===== src/rtl/assert_macros.svh =====
// Assertion macros for the bin mask unit.
// Needs clk_i and rst_ni in the scope of the module that uses them.
`ifndef ASSERT_MACROS_SVH
`define ASSERT_MACROS_SVH

// Checked at every rising clock edge outside reset.
`define ASSERT_CLK(lbl, prop, msg) \
  lbl: assert property (@(posedge clk_i) disable iff (!rst_ni) (prop)) else $error(msg);

// Condition that must never be seen.
`define ASSERT_NEVER(lbl, cond, msg) \
  `ASSERT_CLK(lbl, !(cond), msg)

`endif


===== src/rtl/pcbm_pkg.sv =====
// Shared widths, register indexes, sequencer states and the arctangent table
// for the phase coherence bin mask unit. No dependencies.
`timescale 1ns / 1ps
`default_nettype none

package pcbm_pkg;

  localparam int unsigned MaxMics     = 8;
  localparam int unsigned SampleWidth = 24;
  localparam int unsigned AngleWidth  = 16;
  localparam int unsigned MicIdxW     = 3;
  localparam int unsigned CountW      = 4;
  localparam int unsigned MagSumW     = 27;
  localparam int unsigned PhSumW      = 20;
  localparam int unsigned ProdW       = 48;
  localparam int unsigned CordicW     = 43;
  localparam int unsigned CfgAddrW    = 3;
  localparam int unsigned CfgDataW    = 23;

  typedef enum logic [CfgAddrW-1:0] {
    REG_MIC_COUNT   = 3'd0,
    REG_WINDOW_LOG2 = 3'd1,
    REG_MAG_THRESH  = 3'd2,
    REG_ATTEN_GAIN  = 3'd3,
    REG_PH_THRESH   = 3'd4
  } cfg_reg_e;

  typedef enum logic [3:0] {
    ST_IDLE,
    ST_SQ_RE,
    ST_SQ_IM,
    ST_ROOT_LD,
    ST_ROOT_VEC,
    ST_FIX,
    ST_PAIR,
    ST_MEAN_DIV,
    ST_DECIDE,
    ST_GAIN,
    ST_SELECT,
    ST_SCL_MUL,
    ST_SCL_DIV,
    ST_SCL_FIX,
    ST_OUT
  } pcbm_state_e;

  // atan(2^-i), 2^32 per turn
  function automatic logic [31:0] atan_turn(input logic [4:0] i);
    logic [31:0] v;
    case (i)
      5'd0:  v = 32'h20000000;
      5'd1:  v = 32'h12E4051E;
      5'd2:  v = 32'h09FB385B;
      5'd3:  v = 32'h051111D4;
      5'd4:  v = 32'h028B0D43;
      5'd5:  v = 32'h0145D7E1;
      5'd6:  v = 32'h00A2F61E;
      5'd7:  v = 32'h00517C55;
      5'd8:  v = 32'h0028BE53;
      5'd9:  v = 32'h00145F2F;
      5'd10: v = 32'h000A2F98;
      5'd11: v = 32'h000517CC;
      5'd12: v = 32'h00028BE6;
      5'd13: v = 32'h000145F3;
      5'd14: v = 32'h0000A2FA;
      5'd15: v = 32'h0000517D;
      5'd16: v = 32'h000028BE;
      5'd17: v = 32'h0000145F;
      5'd18: v = 32'h00000A30;
      5'd19: v = 32'h00000518;
      5'd20: v = 32'h0000028C;
      5'd21: v = 32'h00000146;
      5'd22: v = 32'h000000A3;
      5'd23: v = 32'h00000051;
      5'd24: v = 32'h00000029;
      5'd25: v = 32'h00000014;
      5'd26: v = 32'h0000000A;
      5'd27: v = 32'h00000005;
      5'd28: v = 32'h00000003;
      5'd29: v = 32'h00000001;
      5'd30: v = 32'h00000001;
      default: v = 32'h00000000;
    endcase
    return v;
  endfunction

endpackage

`default_nettype wire


===== src/rtl/phase_coherence_bin_mask_unit.sv =====
// Phase coherence bin mask: top level, one sequencer around a shared multiplier,
// square root / CORDIC step and restoring divider. Uses pcbm_pkg, assert_macros.svh.
`timescale 1ns / 1ps
`default_nettype none

// channel  | direction | handshake                | payload
// in       | sink      | in_valid_i / in_stall_o  | bin_re, bin_im, steer_phase, dc_bin
// out      | source    | out_valid_o / out_stall_i| enhanced_re/im, interference_re/im
// cfg      | sink      | cfg_we_i                 | cfg_addr_i, cfg_wdata_i
//
// A mic beat stalls the input for 2 squarings, a 32-step CORDIC beside the 24-step
// root and i compares (i = its place in the bin). The last mic of a bin adds a 48-step
// mean division and, unless the bin is DC, a second root and up to two more such divisions.
// Reset sets configuration to defaults, clears count, sums, reference; no clearing pass.
// A finished bin waits in the output register; a stalled output holds only the next bin.

module phase_coherence_bin_mask_unit
  import pcbm_pkg::*;
(
  input  wire logic                         clk_i,
  input  wire logic                         rst_ni,
  input  wire logic                         cfg_we_i,
  input  wire logic [CfgAddrW-1:0]          cfg_addr_i,
  input  wire logic [CfgDataW-1:0]          cfg_wdata_i,
  input  wire logic                         in_valid_i,
  output logic                              in_stall_o,
  input  wire logic signed [SampleWidth-1:0] bin_re_i,
  input  wire logic signed [SampleWidth-1:0] bin_im_i,
  input  wire logic signed [AngleWidth-1:0]  steer_phase_i,
  input  wire logic                         dc_bin_i,
  output logic                              out_valid_o,
  input  wire logic                         out_stall_i,
  output logic signed [SampleWidth-1:0]     enhanced_re_o,
  output logic signed [SampleWidth-1:0]     enhanced_im_o,
  output logic signed [SampleWidth-1:0]     interference_re_o,
  output logic signed [SampleWidth-1:0]     interference_im_o
);

  localparam logic [SampleWidth-1:0] SatHi = {1'b0, {(SampleWidth-1){1'b1}}};
  localparam logic [SampleWidth-1:0] SatLo = {1'b1, {(SampleWidth-1){1'b0}}};
  localparam logic [AngleWidth-1:0]  Half  = {1'b1, {(AngleWidth-1){1'b0}}};
  localparam logic [PhSumW-1:0]      PhSumMax = PhSumW'(28 * 32768);

  pcbm_state_e state_q, state_d;

  // configuration
  logic [3:0]  mic_count_q, window_log2_q;
  logic [22:0] mag_thresh_q;
  logic [15:0] atten_gain_q;
  logic [14:0] ph_thresh_q;

  // bin accumulators
  logic [MicIdxW-1:0]         cnt_q;
  logic [MagSumW-1:0]         mag_sum_q;
  logic [PhSumW-1:0]          pds_q;
  logic [AngleWidth-1:0]      ap_q [MaxMics];
  logic signed [SampleWidth-1:0] ref_re_q, ref_im_q;
  logic                       ref_pass_q;

  // current beat
  logic signed [SampleWidth-1:0] re_q, im_q;
  logic [AngleWidth-1:0]      steer_q;
  logic                       dc_q;

  // shared multiplier
  logic [SampleWidth-1:0] mul_a, mul_b;
  logic [ProdW-1:0]       mul_p, prod_q, sq_q;

  // root and CORDIC
  logic [ProdW-1:0]   v_q, r_q, bit_q;
  logic signed [CordicW-1:0] x_q, y_q;
  logic [31:0]        a_q;
  logic               zero_q;
  logic [4:0]         it_q;
  logic [AngleWidth-1:0] ph_q;
  logic [MicIdxW-1:0] pi_q;

  // divider
  logic [ProdW-1:0]       num_q, quo_q;
  logic [SampleWidth-1:0] den_q, rem_q;
  logic [5:0]             dcnt_q;
  logic [SampleWidth:0]   rem_sh;
  logic                   rem_ge;

  // bin result
  logic [CountW-1:0]      k_q;
  logic [SampleWidth-1:0] mean_q, m_q, m0_q;
  logic                   coh_q, comp_q;
  logic signed [SampleWidth-1:0] enh_re_q, enh_im_q, itf_re_q, itf_im_q;
  logic                   out_valid_q;

  // helpers
  logic [CountW-1:0]  n_clamp, k_now;
  logic               bin_done;
  logic [AngleWidth-1:0] d_raw, d_fold;
  logic [31:0]        a_rnd;
  logic [5:0]         pairs;
  logic [PhSumW-1:0]  ph_limit;
  logic               coh_now;
  logic [39:0]        att_sum;
  logic signed [SampleWidth-1:0] sel_re, sel_im, comp_val;
  logic signed [SampleWidth:0]   sel_re_x;
  logic [SampleWidth-1:0] scl_res;
  logic               out_free;

  function automatic logic [SampleWidth-1:0] mag_abs(input logic signed [SampleWidth-1:0] v);
    return v[SampleWidth-1] ? (~v + 1'b1) : v;
  endfunction

  // ---------------- combinational helpers
  always_comb begin
    if (mic_count_q < 4'd2) begin
      n_clamp = 4'd2;
    end else if (mic_count_q > CountW'(MaxMics)) begin
      n_clamp = CountW'(MaxMics);
    end else begin
      n_clamp = mic_count_q;
    end
  end

  assign k_now    = {1'b0, cnt_q} + 4'd1;
  assign bin_done = (k_now >= n_clamp);

  assign d_raw  = ap_q[pi_q] - ph_q;
  assign d_fold = (d_raw > Half) ? (~d_raw + 1'b1) : d_raw;
  assign a_rnd  = a_q + 32'h0000_8000;

  assign pairs    = ({2'b00, k_q} * ({2'b00, k_q} - 6'd1)) >> 1;
  assign ph_limit = PhSumW'(ph_thresh_q) * PhSumW'(pairs);
  assign coh_now  = ((mean_q >> window_log2_q) > {1'b0, mag_thresh_q}) && (pds_q < ph_limit);
  assign att_sum  = prod_q[39:0] + 40'h8000;

  assign sel_re   = ref_pass_q ? ref_re_q : re_q;
  assign sel_im   = ref_pass_q ? ref_im_q : im_q;
  assign sel_re_x = sel_re[SampleWidth-1] ? -{sel_re[SampleWidth-1], sel_re}
                                          : {sel_re[SampleWidth-1], sel_re};
  assign comp_val = comp_q ? ref_im_q : ref_re_q;

  assign rem_sh = {rem_q, num_q[ProdW-1]};
  assign rem_ge = (rem_sh >= {1'b0, den_q});

  always_comb begin
    if (comp_val[SampleWidth-1]) begin
      scl_res = (quo_q >= ProdW'(SatLo)) ? SatLo : (~quo_q[SampleWidth-1:0] + 1'b1);
    end else begin
      scl_res = (quo_q >= ProdW'(SatHi)) ? SatHi : quo_q[SampleWidth-1:0];
    end
  end

  assign out_free = !out_valid_q || !out_stall_i;
  assign mul_p    = ProdW'(mul_a) * ProdW'(mul_b);

  // ---------------- sequencer: next state
  always_comb begin
    state_d = state_q;
    case (state_q)
      ST_IDLE:     if (in_valid_i) state_d = ST_SQ_RE;
      ST_SQ_RE:    state_d = ST_SQ_IM;
      ST_SQ_IM:    state_d = ST_ROOT_LD;
      ST_ROOT_LD:  state_d = ST_ROOT_VEC;
      ST_ROOT_VEC: if (it_q == 5'd31) state_d = ST_FIX;
      ST_FIX: begin
        if (!ref_pass_q) begin
          state_d = ST_PAIR;
        end else if (r_q == '0) begin
          state_d = ST_OUT;
        end else begin
          state_d = ST_SCL_MUL;
        end
      end
      ST_PAIR: begin
        if (pi_q >= cnt_q) begin
          state_d = bin_done ? ST_MEAN_DIV : ST_IDLE;
        end
      end
      ST_MEAN_DIV: if (dcnt_q == 6'd47) state_d = ST_DECIDE;
      ST_DECIDE:   state_d = dc_q ? ST_OUT : ST_GAIN;
      ST_GAIN:     state_d = ST_SELECT;
      ST_SELECT:   state_d = ST_SQ_RE;
      ST_SCL_MUL:  state_d = ST_SCL_DIV;
      ST_SCL_DIV:  if (dcnt_q == 6'd47) state_d = ST_SCL_FIX;
      ST_SCL_FIX:  state_d = comp_q ? ST_OUT : ST_SCL_MUL;
      ST_OUT:      if (out_free) state_d = ST_IDLE;
      default:     state_d = ST_IDLE;
    endcase
  end

  // ---------------- sequencer: outputs and multiplier operands
  always_comb begin
    in_stall_o = (state_q != ST_IDLE);
    mul_a      = '0;
    mul_b      = '0;
    case (state_q)
      ST_SQ_RE: begin
        mul_a = mag_abs(sel_re);
        mul_b = mag_abs(sel_re);
      end
      ST_SQ_IM: begin
        mul_a = mag_abs(sel_im);
        mul_b = mag_abs(sel_im);
      end
      ST_GAIN: begin
        mul_a = mean_q;
        mul_b = {8'd0, atten_gain_q};
      end
      ST_SCL_MUL: begin
        mul_a = m_q;
        mul_b = mag_abs(comp_val);
      end
      default: begin
        mul_a = '0;
        mul_b = '0;
      end
    endcase
  end

  assign out_valid_o = out_valid_q;

  // ---------------- control state
  always_ff @(posedge clk_i or negedge rst_ni) begin
    if (!rst_ni) begin
      state_q       <= ST_IDLE;
      mic_count_q   <= 4'd4;
      window_log2_q <= 4'd9;
      mag_thresh_q  <= 23'd1;
      atten_gain_q  <= 16'd6554;
      ph_thresh_q   <= 15'd1820;
      cnt_q         <= '0;
      mag_sum_q     <= '0;
      pds_q         <= '0;
      ref_re_q      <= '0;
      ref_im_q      <= '0;
      ref_pass_q    <= 1'b0;
      out_valid_q   <= 1'b0;
    end else begin
      state_q <= state_d;
      if (cfg_we_i) begin
        case (cfg_reg_e'(cfg_addr_i))
          REG_MIC_COUNT:   mic_count_q   <= cfg_wdata_i[3:0];
          REG_WINDOW_LOG2: window_log2_q <= cfg_wdata_i[3:0];
          REG_MAG_THRESH:  mag_thresh_q  <= cfg_wdata_i;
          REG_ATTEN_GAIN:  atten_gain_q  <= cfg_wdata_i[15:0];
          REG_PH_THRESH:   ph_thresh_q   <= cfg_wdata_i[14:0];
          default: ;
        endcase
      end
      if (state_q == ST_OUT && out_free) begin
        out_valid_q <= 1'b1;
      end else if (out_valid_q && !out_stall_i) begin
        out_valid_q <= 1'b0;
      end
      case (state_q)
        ST_IDLE: begin
          if (in_valid_i && cnt_q == '0) begin
            ref_re_q  <= bin_re_i;
            ref_im_q  <= bin_im_i;
            mag_sum_q <= '0;
            pds_q     <= '0;
          end
        end
        ST_FIX: begin
          if (!ref_pass_q) mag_sum_q <= mag_sum_q + MagSumW'(r_q[SampleWidth-1:0]);
        end
        ST_PAIR: begin
          if (pi_q < cnt_q) begin
            pds_q <= pds_q + PhSumW'(d_fold);
          end else begin
            cnt_q <= bin_done ? '0 : k_now[MicIdxW-1:0];
          end
        end
        ST_SELECT: ref_pass_q <= 1'b1;
        ST_OUT: begin
          if (out_free) ref_pass_q <= 1'b0;
        end
        default: ;
      endcase
    end
  end

  // ---------------- datapath
  always_ff @(posedge clk_i) begin
    prod_q <= mul_p;
    case (state_q)
      ST_IDLE: begin
        if (in_valid_i) begin
          re_q    <= bin_re_i;
          im_q    <= bin_im_i;
          steer_q <= steer_phase_i;
          dc_q    <= dc_bin_i;
        end
      end
      ST_SQ_IM: sq_q <= prod_q;
      ST_ROOT_LD: begin
        v_q    <= sq_q + prod_q;
        r_q    <= '0;
        bit_q  <= ProdW'(1) << 46;
        it_q   <= '0;
        zero_q <= (sel_re == '0) && (sel_im == '0);
        x_q    <= CordicW'(sel_re_x) <<< 16;
        y_q    <= sel_re[SampleWidth-1] ? -(CordicW'(sel_im) <<< 16) : (CordicW'(sel_im) <<< 16);
        a_q    <= sel_re[SampleWidth-1] ? 32'h8000_0000 : 32'h0;
      end
      ST_ROOT_VEC: begin
        it_q <= it_q + 5'd1;
        if (bit_q != '0) begin
          if (v_q >= r_q + bit_q) begin
            v_q <= v_q - (r_q + bit_q);
            r_q <= (r_q >> 1) + bit_q;
          end else begin
            r_q <= r_q >> 1;
          end
          bit_q <= bit_q >> 2;
        end
        if (!y_q[CordicW-1]) begin
          x_q <= x_q + (y_q >>> it_q);
          y_q <= y_q - (x_q >>> it_q);
          a_q <= a_q + atan_turn(it_q);
        end else begin
          x_q <= x_q - (y_q >>> it_q);
          y_q <= y_q + (x_q >>> it_q);
          a_q <= a_q - atan_turn(it_q);
        end
      end
      ST_FIX: begin
        if (!ref_pass_q) begin
          ph_q <= (zero_q ? '0 : a_rnd[31:16]) - steer_q;
          pi_q <= '0;
        end else begin
          m0_q <= r_q[SampleWidth-1:0];
          comp_q <= 1'b0;
          if (r_q == '0) begin
            enh_re_q <= (m_q > SatHi) ? SatHi : m_q;
            enh_im_q <= '0;
          end
        end
      end
      ST_PAIR: begin
        if (pi_q < cnt_q) begin
          pi_q <= pi_q + 1'b1;
        end else begin
          ap_q[cnt_q] <= ph_q;
          k_q    <= k_now;
          num_q  <= ProdW'(mag_sum_q);
          den_q  <= SampleWidth'(k_now);
          rem_q  <= '0;
          quo_q  <= '0;
          dcnt_q <= '0;
        end
      end
      ST_MEAN_DIV, ST_SCL_DIV: begin
        rem_q  <= rem_ge ? SampleWidth'(rem_sh - {1'b0, den_q}) : rem_sh[SampleWidth-1:0];
        quo_q  <= {quo_q[ProdW-2:0], rem_ge};
        num_q  <= num_q << 1;
        dcnt_q <= dcnt_q + 6'd1;
      end
      ST_DECIDE: begin
        mean_q <= quo_q[SampleWidth-1:0];
        if (dc_q) begin
          enh_re_q <= ref_re_q;
          enh_im_q <= ref_im_q;
          itf_re_q <= ref_re_q;
          itf_im_q <= ref_im_q;
        end
      end
      ST_GAIN: coh_q <= coh_now;
      ST_SELECT: begin
        m_q      <= coh_q ? mean_q : att_sum[39:16];
        itf_re_q <= coh_q ? '0 : ref_re_q;
        itf_im_q <= coh_q ? '0 : ref_im_q;
      end
      ST_SCL_MUL: begin
        num_q  <= mul_p + ProdW'(m0_q >> 1);
        den_q  <= m0_q;
        rem_q  <= '0;
        quo_q  <= '0;
        dcnt_q <= '0;
      end
      ST_SCL_FIX: begin
        if (comp_q) begin
          enh_im_q <= scl_res;
        end else begin
          enh_re_q <= scl_res;
        end
        comp_q <= 1'b1;
      end
      ST_OUT: begin
        if (out_free) begin
          enhanced_re_o     <= enh_re_q;
          enhanced_im_o     <= enh_im_q;
          interference_re_o <= itf_re_q;
          interference_im_o <= itf_im_q;
        end
      end
      default: ;
    endcase
  end

  `include "assert_macros.svh"

  `ASSERT_CLK(a_root_before_angle, ((state_q == ST_ROOT_VEC) && (it_q == 5'd31)) |-> (bit_q == '0), "root not finished when CORDIC ends")
  `ASSERT_CLK(a_div_rem_bound, ((state_q == ST_MEAN_DIV) || (state_q == ST_SCL_DIV)) |-> (rem_q < den_q), "divider remainder not below divisor")
  `ASSERT_NEVER(a_phase_sum_bound, pds_q > PhSumMax, "phase difference sum beyond pair count")

endmodule

`default_nettype wire

===== config.mk =====
export PLATFORM = sky130hd
export DESIGN_NAME = phase_coherence_bin_mask_unit
export DESIGN_NICKNAME = d
export VERILOG_FILES = /design/src/rtl/pcbm_pkg.sv /design/src/rtl/phase_coherence_bin_mask_unit.sv
export VERILOG_INCLUDE_DIRS = /design/src /design/src/rtl
export SDC_FILE = /design/constraint.sdc
export NUM_CORES = 2
export LEC_CHECK = 0
export BUFFER_PORTS_ARGS = -buffer_cell sky130_fd_sc_hd__buf_2
export CAP_MARGIN = 10
export CORE_AREA = 2 2 575 577
export CTS_CLUSTER_DIAMETER = 120
export DETAILED_ROUTE_END_ITERATION = 12
export DIE_AREA = 0 0 577 579
export GPL_TIMING_DRIVEN = 0
export MAX_ROUTING_LAYER = met4
export PLACE_DENSITY = 0.45
export SLEW_MARGIN = 10
export SYNTH_ARGS = -nofsm -noshare
export SYNTH_HDL_FRONTEND = slang
export SYNTH_SLANG_ARGS = --single-unit

===== constraint.sdc =====
create_clock -name clk_i -period 37.7 [get_ports clk_i]
set_clock_uncertainty 0.1 [all_clocks]
set_input_delay 0 -clock clk_i [delete_from_list [all_inputs] [get_ports clk_i]]
set_output_delay 0 -clock clk_i [all_outputs]
set_load 0.005 [all_outputs]

==> results.cfg <==
[run_status]
status = finished clean

[run]
cap_violations = 0

[grt]
gr-usage-all-layers_pct = 24.7
grt_overflow = 0
largest_net_degree_at_the_start_of_global_routing = 96
grt_antenna_before_repair = 45
grt_pass1_wl_um = 583000
grt_pass1_vias = 81300

[synth]
yosysSeqAreaShare_pct = 34.2
synth_enable_flop_cells = 924
syn-mean-instance-area_um2 = 9.62
netlist_cell_types = 105
post_synthesis_compound_gate_area_fraction_pct = 13.1
synth-seq-cells = 1171
synth.cells.most_frequent = sky130_fd_sc_hd__nand2_1, sky130_fd_sc_hd__edfxtp_1, sky130_fd_sc_hd__inv_1
adder_cell_fraction_of_synth_area_pct = 19.4
netlist_area_um2 = 98000
top_cells_by_area_synth = sky130_fd_sc_hd__edfxtp_1, sky130_fd_sc_hd__fa_1, sky130_fd_sc_hd__ha_1
dominant_combinational_cell_family_by_area_after_synthesis = adder cells
yosys-mux-area-fraction_pct = 6.32
post-synth-top-area-fraction_pct = 28.3
yosysMostFrequentCell = sky130_fd_sc_hd__nand2_1
post_synthesis_simple_gate_area_fraction_pct = 15.9
synthesis.instances = 10200
synthFlopType = sky130_fd_sc_hd__edfxtp_1
synth-async-reset-ratio_pct = 14.2
synth.largest_area_cell = sky130_fd_sc_hd__edfxtp_1
yosys.area_share.xor_xnor_pct = 5.85
yosysWarningCount = 0
synth_nets = 11500

[worst_setup_path]
crit_family = buffers and inverters
worstPathArrival_ns = 19.33
critical_path_required_ns = 38.26
critical_path.n_buffers_inverters = 11
worst-r2r-cell-count = 44
worst-setup-path-type = reg -> reg
critical-path-slowest-cell = sky130_fd_sc_hd__buf_1
crit_path_start = ref_pass_q
setup.worst_path.end_class = register
critical_path.max_fanout = 10
setup.worst_path.start_class = register
launching_point_of_the_worst_reg2reg_path = ref_pass_q
crit_cells = 44
max_stage_delay_ns = 0.91
reg2reg_slack_ns = 18.93

[clocking]
ctsResizeCount = 0
cts-root-buf = sky130_fd_sc_hd__clkbuf_16
clock_latency_ns = 0.88
worst_path_clk_slew_ns = 0.06
ctsHtreeMaxLevel = 4
clockBufferDepth = 4
cts_tree = yes
numCtsBuffers = 149
cts_sinks = 1171

[route]
drt_wl_total_um = 408000
vias_per_cell = 5.39
detail_route.first_pass.iterations = 7
vias_after_detailed_routing = 82600
drt_drc_violations_left = 0
drt_iter0_markers = 8311
detail_route.wl_per_cell_um = 26.6
ant_nets = 0

[power]
net-switching-power_uw = 914
seq_power_share_pct = 41.2
netSwitchingFraction_pct = 26.7
power.leakage_nw = 46.0
comb_power_share_pct = 14.8
power.density_cell_area_nw_per_um2 = 30.4
cell_internal_power_dissipation_mw = 2.51
part_of_the_power_in_the_clock_network_pct = 44.0
vdd_drop_max_mv = 0.0424

[sta]
final_max_slew_viol_count = 0
finalCritPeriodShare_pct = 49.8
finalHoldViolCount = 0
worst_pin_slew_ns = 1.36
setup-violations-final = 0
holdWs_ns = 0.0270
grt_setup_unrepaired = false
totalNegativeSetupSlack_ns = 0
highest_clock_rate_ghz = 0.0533
worst_slew_margin_rel_pct = 9.53
timing.final.ws_setup_ns = 18.93
post-route-min-period_ns = 18.77

[placed_design]
port_buffers = 193
dpl-instance-area_um2 = 105000
place_congestion = 1.03
dp_worst_setup_slack_ns = 19.29
post_dp_hpwl_um = 329000

[floorplanning]
die_h_um = 579
dieArea_um2 = 334000
floorplan.io_pins = 194
initial_utilization_pct = 29.8
design.core.area_um2 = 329000
row_count = 211
die_width_um = 577

[layout]
post_route_cells_drive_above_1_share_pct = 8.12
final_layout_net_count = 12100
area_growth_pct = 14.9
final_core_util_pct = 34.3
final_area_um2 = 113000

[hold_path]
hold_path_startpoint = cfg_wdata_i[13]
whs_path_depth = 3
worst_min_delay_path_class = in -> reg
worst reg2reg max path: cells and delay by family, from the launching register on:
kind / cells / cell delay, ns
AO/OA/AOI/OAI: 9 / 3.41
XOR/XNOR: 3 / 1.22
adder cells (fa/ha/maj): 10 / 4.16
buffers and inverters: 11 / 5.56
flip-flops: 1 / 0.41
multiplexers: 1 / 0.72
AND/OR/NAND/NOR: 10 / 3.00
metal layers:
metal / vias up / track usage [%] / part of all wire, %
li1: 37100 / - / -
met1: 41500 / 32.3 / 43
met2: 3351 / 36.9 / 43
met3: 676 / 3.83 / 7.3
met4: 0 / 12.5 / 6.0
met5: - / - / 0
stage by stage:
stage	power, mW	std cells
detailed placement	1.92	14800
floorplan	1.79	10200
global route	3.58	15300
finish	3.42	15300
CTS	3.46	15300
global placement	1.91	14700
cell usage in the layout, fill, tap and decap left out, drive strengths merged, types with 81 or more instances in the layout:
master	n
and3	156
a21oi	558
xnor2	353
nor2b	99
o21ai	615
xor2	302
a31oi	105
dfrtp	149
dfxtp	81
mux4	142
nand2	1339
a211oi	96
a21o	206
nor2	746
inv	841
and2	237
fa	537
mux2i	187
mux2	97
nand2b	89
nand3	219
buf	342
ha	663
edfxtp	924
nor3	199
dlygate4sd3	224
clkbuf	546
cells by family after synthesis:
logic type	count (synthesis)
AO/OA/AOI/OAI	2077
multiplexers	426
AND/OR/NAND/NOR	3362
XOR/XNOR	655
flip-flops	1171
buffers and inverters	1296
adder cells (fa/ha/maj)	1200
path summary, 6_finish.rpt:
path                                     end
max in group asynchronous     ph_thresh_q[2]
min                          ph_thresh_q[13]
min reg2reg                enhanced_im_o[11]
max                                num_q[47]
max reg2reg                        num_q[47]
min in group asynchronous   atten_gain_q[11]
cell type report:
type                            instances  area [um^2]
Inverter                              841         3160
Sequential cell                      1171        33500
Fill cell                           33500       216000
Antenna cell                           28         70.1
Clock inverter                         83          958
Multi-Input combinational cell       7720        59600
Timing Repair Buffer                  471         3890
Tap cell                             4366         5460
Buffer                                455         1900
Clock buffer                          186         4040
power by group through the flow:
stage          sequential (mW)  clock [mW]  combinational (mW)
2_1_floorplan             1.43           0               0.357
3_3_place_gp              1.43           0               0.477
3_5_place_dp              1.43           0               0.489
4_1_cts                   1.41        1.54               0.516
5_1_grt                   1.41        1.58               0.586
6_report                  1.41        1.51               0.506
sequential cells by signal, summed over array words and instances, names as in the netlist, 27 cells and up, named ones only:
signal     cells
v_q           48
quo_q         48
num_q         48
r_q           48
a_q           32
y_q           43
ap_q         128
sq_q          48
mag_sum_q     27
prod_q        48
x_q           43
what timing repair did:
| action | 4_1_cts | 5_1_grt |
|---|---|---|
| hold buffers | 225 | 0 |
| buffers inserted | 0 | 0 |
| endpoints found under the hold margin | 374 | 0 |
Power figures use the tool's default switching activity.
